`src/rtl/sfls_pkg.sv`:
```
// Shared types and constants for the sorted first/last search core.
`default_nettype none

package sfls_pkg;

  // Default number of list entries
  localparam int unsigned DefaultDepth = 256;
  // Element and result widths
  localparam int unsigned DataW = 32;
  localparam int unsigned PosW  = 8;

  // Operation codes of an input item
  localparam logic OpAppend = 1'b0;
  localparam logic OpSearch = 1'b1;

  // Controller states
  typedef enum logic [1:0] {
    StIdle,
    StProbe,
    StCompare,
    StDone
  } sfls_state_e;

  // Commands from controller to datapath
  typedef struct packed {
    logic append;    // write the input element into the list
    logic start;     // load target and open the search range
    logic read;      // read the middle element of the range
    logic update;    // compare and narrow the range
    logic out_load;  // capture the result into the output register
  } sfls_cmd_t;

  // Status from datapath to controller
  typedef struct packed {
    logic range_open;  // lo < hi + 1, more probes to do
  } sfls_sts_t;

endpackage

`default_nettype wire

```
`src/rtl/sfls_ctrl.sv`:
```
// Controller state machine for the sorted first/last search core.
`default_nettype none

module sfls_ctrl (
  input  wire logic              clk_i,
  input  wire logic              rst_ni,
  input  wire logic              in_valid_i,
  output logic                   in_ready_o,
  input  wire logic              operation_i,
  output logic                   out_valid_o,
  input  wire logic              out_ready_i,
  input  wire sfls_pkg::sfls_sts_t sts_i,
  output sfls_pkg::sfls_cmd_t    cmd_o
);

  sfls_pkg::sfls_state_e state_q, state_d;
  logic                  out_valid_q, out_valid_d;
  logic                  out_free;

  // Output register can take a new result
  assign out_free = !out_valid_q || out_ready_i;

  // Next state
  always_comb begin
    state_d = state_q;
    unique case (state_q)
      sfls_pkg::StIdle: begin
        if (in_valid_i && (operation_i == sfls_pkg::OpSearch)) begin
          state_d = sfls_pkg::StProbe;
        end
      end
      sfls_pkg::StProbe: begin
        state_d = sts_i.range_open ? sfls_pkg::StCompare : sfls_pkg::StDone;
      end
      sfls_pkg::StCompare: begin
        state_d = sfls_pkg::StProbe;
      end
      sfls_pkg::StDone: begin
        if (out_free) begin
          state_d = sfls_pkg::StIdle;
        end
      end
      default: begin
        state_d = sfls_pkg::StIdle;
      end
    endcase
  end

  // Outputs and datapath commands
  always_comb begin
    in_ready_o       = (state_q == sfls_pkg::StIdle);
    cmd_o.append     = in_ready_o && in_valid_i && (operation_i == sfls_pkg::OpAppend);
    cmd_o.start      = in_ready_o && in_valid_i && (operation_i == sfls_pkg::OpSearch);
    cmd_o.read       = (state_q == sfls_pkg::StProbe) && sts_i.range_open;
    cmd_o.update     = (state_q == sfls_pkg::StCompare);
    cmd_o.out_load   = (state_q == sfls_pkg::StDone) && out_free;
  end

  // Result valid: set on load, drop on transfer
  always_comb begin
    out_valid_d = out_valid_q;
    if (out_valid_q && out_ready_i) begin
      out_valid_d = 1'b0;
    end
    if (cmd_o.out_load) begin
      out_valid_d = 1'b1;
    end
  end

  assign out_valid_o = out_valid_q;

  always_ff @(posedge clk_i or negedge rst_ni) begin
    if (!rst_ni) begin
      state_q     <= sfls_pkg::StIdle;
      out_valid_q <= 1'b0;
    end else begin
      state_q     <= state_d;
      out_valid_q <= out_valid_d;
    end
  end

endmodule

`default_nettype wire

```
`config.mk`:
```
export PLATFORM = sky130hd
export DESIGN_NAME = sfls_ctrl
export DESIGN_NICKNAME = d
export VERILOG_FILES = /design/src/rtl/sfls_pkg.sv /design/src/rtl/sfls_ctrl.sv
export SDC_FILE = /design/constraint.sdc
export NUM_CORES = 1
export LEC_CHECK = 0
export BUFFER_PORTS_ARGS = -buffer_cell sky130_fd_sc_hd__buf_2
export CAP_MARGIN = 0
export CELL_PAD_IN_SITES_DETAIL_PLACEMENT = 0
export CELL_PAD_IN_SITES_GLOBAL_PLACEMENT = 1
export CORE_AREA = 5 5 42 44
export DETAILED_ROUTE_END_ITERATION = 6
export DIE_AREA = 0 0 47 49
export GPL_ROUTABILITY_DRIVEN = 0
export GPL_TIMING_DRIVEN = 0
export PLACE_DENSITY_LB_ADDON = 0.1
export SKIP_CTS_REPAIR_TIMING = 1
export SYNTH_ARGS = -nofsm -noshare
export SYNTH_HDL_FRONTEND = slang
export SYNTH_SLANG_ARGS = --single-unit
```
`constraint.sdc`:
```
create_clock -name clk_i -period 1.1 [get_ports clk_i]
set_input_delay 0.22 -clock clk_i [delete_from_list [all_inputs] [get_ports clk_i]]
set_output_delay 0.22 -clock clk_i [all_outputs]
set_load 0.01 [all_outputs]
```
==> run summary <==
STATUS
--------------------------------------------------------------------------------------------------
Result of the run                                                                     complete, but fails checks
Failing checks                                                                        negative setup slack

DIE
--------------------------------------------------------------------------------------------------
Starting density of the core                                                                 12.7%
DIE WIDTH                                                                                    47 um
Number of placement rows                                                                        14
Full die area                                                                             2300 um2
I/O pin cnt                                                                                     13
Total core area                                                                           1400 um2
Height of the die                                                                            49 um

PWR
--------------------------------------------------------------------------------------------------
Power per unit of standard cell area                                                   2770 nW/um2
Leakage power                                                                          0.000181 uW
Largest vdd supply drop                                                                   0.674 mV

HOLD PATH
--------------------------------------------------------------------------------------------------
Worst Hold Class                                                                      input pin to flop

GLOBAL ROUTING
--------------------------------------------------------------------------------------------------
Pin count of the biggest net entering global routing                                             7
Wire length of the first global-routing pass                                                793 um
Gr usage total                                                                               5.43%
Vias in the first global route                                                                 210
Initial antenna violation count                                                                  0
Aggregate global routing overflow                                                                0

SYNTHESIS
--------------------------------------------------------------------------------------------------
Count of warnings emitted by yosys                                                               0
Prevailing post-synth register cell                                                   sky130_fd_sc_hd__dfrtp_1
Number of synthesized register bits                                                              3
Dominant cells by area after synthesis                                                sky130_fd_sc_hd__dfrtp_1 (42%), sky130_fd_sc_hd__nand2_1 (8.5%), sky130_fd_sc_hd__nand2b_4 (7.7%), sky130_fd_sc_hd__nor2b_4 (7.7%), sky130_fd_sc_hd__nor2_1 (6.3%)
Leading area contributor after synthesis                                              sky130_fd_sc_hd__dfrtp_1
Average size of a mapped cell                                                             9.87 um2
Count of flip-flops with a built-in enable after synthesis                                       0
Number of distinct standard cells referenced by the synthesized netlist                         11
Proportion of netlist area held by the largest area contributor                              42.3%
Number of instances in the synthesized netlist                                                  18
Mapped Area                                                                                178 um2
Fraction of registers with async set or reset after synthesis                                 100%
Cell with the most instances after synthesis                                          sky130_fd_sc_hd__nand2_1
Seq/Total Area, Yosys                                                                        42.3%
Net count after synthesis                                                                       24
Synth top cells by count                                                              sky130_fd_sc_hd__nand2_1 (4), sky130_fd_sc_hd__dfrtp_1 (3), sky130_fd_sc_hd__nor2_1 (3)

SETUP PATH
--------------------------------------------------------------------------------------------------
CP arrival                                                                                 1110 ps
CP max stage cell                                                                     sky130_fd_sc_hd__dfrtp_2
Critical Path Start Type                                                                      flop
Crit path kind                                                                        flop to output port
Worst path max stage delay                                                                  450 ps
Required arrival time at the worst endpoint                                                 880 ps
Cells traversed along the worst timing path                                           buf_4, nor2_2, buf_2
Type of destination of the critical path                                               output port
Worst-path fanout max                                                                            5

PLACED DESIGN
--------------------------------------------------------------------------------------------------
Cell area after placement                                                                  260 um2
Instance count after placement with tap cells included                                          46
Half-perimeter wire length of the detailed placement result                                 388 um
Port Buf Inserts                                                                                12

FINAL LAYOUT
--------------------------------------------------------------------------------------------------
Final-stage net count                                                                           44
Cell area after layout                                                                     352 um2
Fraction of layout cells with a size suffix above 1                                          78.4%
Area Growth Syn to Fin                                                                       97.9%
Final cell count without fillers                                                                53
Core Util, Final                                                                             25.1%
Antenna diode count                                                                              0
# fillers                                                                                      165

TIMING
--------------------------------------------------------------------------------------------------
Crit path time final                                                                       1330 ps
Post-route worst setup slack                                                               -230 ps
Highest attainable clock frequency                                                       0.752 GHz
Actual slew at the worst max-slew pin                                                       186 ps
Fraction of the cycle the final worst path needs                                              121%
Clk_skew                                                                                  0.508 ps
Final setup viols                                                                                6
Worst slew margin relative to its limit                                                      87.6%
RSZ-0062 raised after global routing                                                          true
Slew Viols, Final                                                                                0
Hold Fails Final Rpt                                                                             0
Min Hold Slack                                                                              275 ps

CTS
--------------------------------------------------------------------------------------------------
Clock transition time at the flip-flop clock pins of the worst setup and hold paths          40 ps
Worst-case clock buffer depth                                                                    2
Clock tree from TritonCTS                                                                      yes
Clock sink count                                                                                 3
Root Buffer                                                                           sky130_fd_sc_hd__clkbuf_4
CTS H-tree depth                                                                                 1
Clk_lat worst skew                                                                          230 ps
TritonCTS buffer count                                                                           3

ROUTING
--------------------------------------------------------------------------------------------------
Vias after detailed routing                                                                    200
First drt pass iteration count                                                                   1
DRC viols                                                                                        0
Per-cell routed wire length                                                                10.1 um
Vias per cell                                                                                 3.77
Number of nets still failing antenna checks after routing                                        0
Wire length reported by the detailed router                                                 537 um
DRT iter0 DRCs                                                                                   0

FLOW RUN
--------------------------------------------------------------------------------------------------
Max cap viols                                                                                    0

[cell usage in the layout, fill, tap and decap left out, types with 2 or more instances in the layout]
cell type / instances
sky130_fd_sc_hd__buf_2: 9
sky130_fd_sc_hd__buf_4: 2
sky130_fd_sc_hd__buf_6: 4
sky130_fd_sc_hd__clkbuf_4: 3
sky130_fd_sc_hd__dfrtp_2: 2
sky130_fd_sc_hd__nand2_1: 3
[metrics by stage]
step	setup slack [ps]	power, uW	setup TNS, ps
2_1_floorplan	54.4	474	0
3_5_place_dp	-76.1	619	-76.1
3_3_place_gp	-74.3	623	-88.0
5_1_grt	-285	1060	-1370
4_1_cts	-321	820	-1270
6_report	-230	975	-1020
[power breakdown]
part,switching (uW),internal [uW]
Combinational,220,297
Clock,56.9,136
Sequential,92.0,174
[cell families (layout without fill, tap and decap cells)]
kind of cell    after synthesis  in the layout  share of synthesized area [%]
simple gates                 12             12                           45.1
flops                         3              3                           42.3
buf+inv                       1             20                           4.23
compound gates                2              2                           8.45
[path summary, 6_finish.rpt]
kind / startpoint / end / slack (ps) / cells after the start
setup / recovery: state_q[1] / cmd_o[2] / -230 / 3
hold / removal: out_ready_i / out_valid_o / 270 / 3
setup reg to reg: state_q[0] / state_q[0] / 120 / 3
hold reg to reg: out_valid_o / out_valid_o / 530 / 2
max in group asynchronous: rst_ni / state_q[1] / 670 / 2
min in group asynchronous: rst_ni / state_q[0] / 310 / 2
[registers in the layout (all words and copies together) (netlist names)]
signal	flops
state_q	2
out_valid_o	1
[routing by layer]
| metal | routed length [um] | vias up | share of wire [%] | global-route usage [%] |
|---|---|---|---|---|
| met5 | 0 | - | 0 | 0 |
| met4 | 12 | 0 | 2.2 | 5.53 |
| met3 | 35 | 2 | 6.5 | 4.43 |
| met2 | 266 | 11 | 50 | 6.79 |
| met1 | 223 | 92 | 42 | 5.07 |
| li1 | - | 95 | - | - |
[critical path, delay by kind of cell (launching register included)]
family	cells	cell delay, ps
buf+inv	2	310
flops	1	450
simple gates	1	120
[area by class of cell]
type                    count  area (um2)  area share (%)
plain buffers               1        11.3            3.20
clock buffers               4        26.3            7.47
multi-input cells          14         113            32.0
flip-flops and latches      3        77.6            22.1
well taps                  16        20.0            5.69
repair buffers             15         104            29.5
Note: power is estimated with default switching activity, not from simulation.
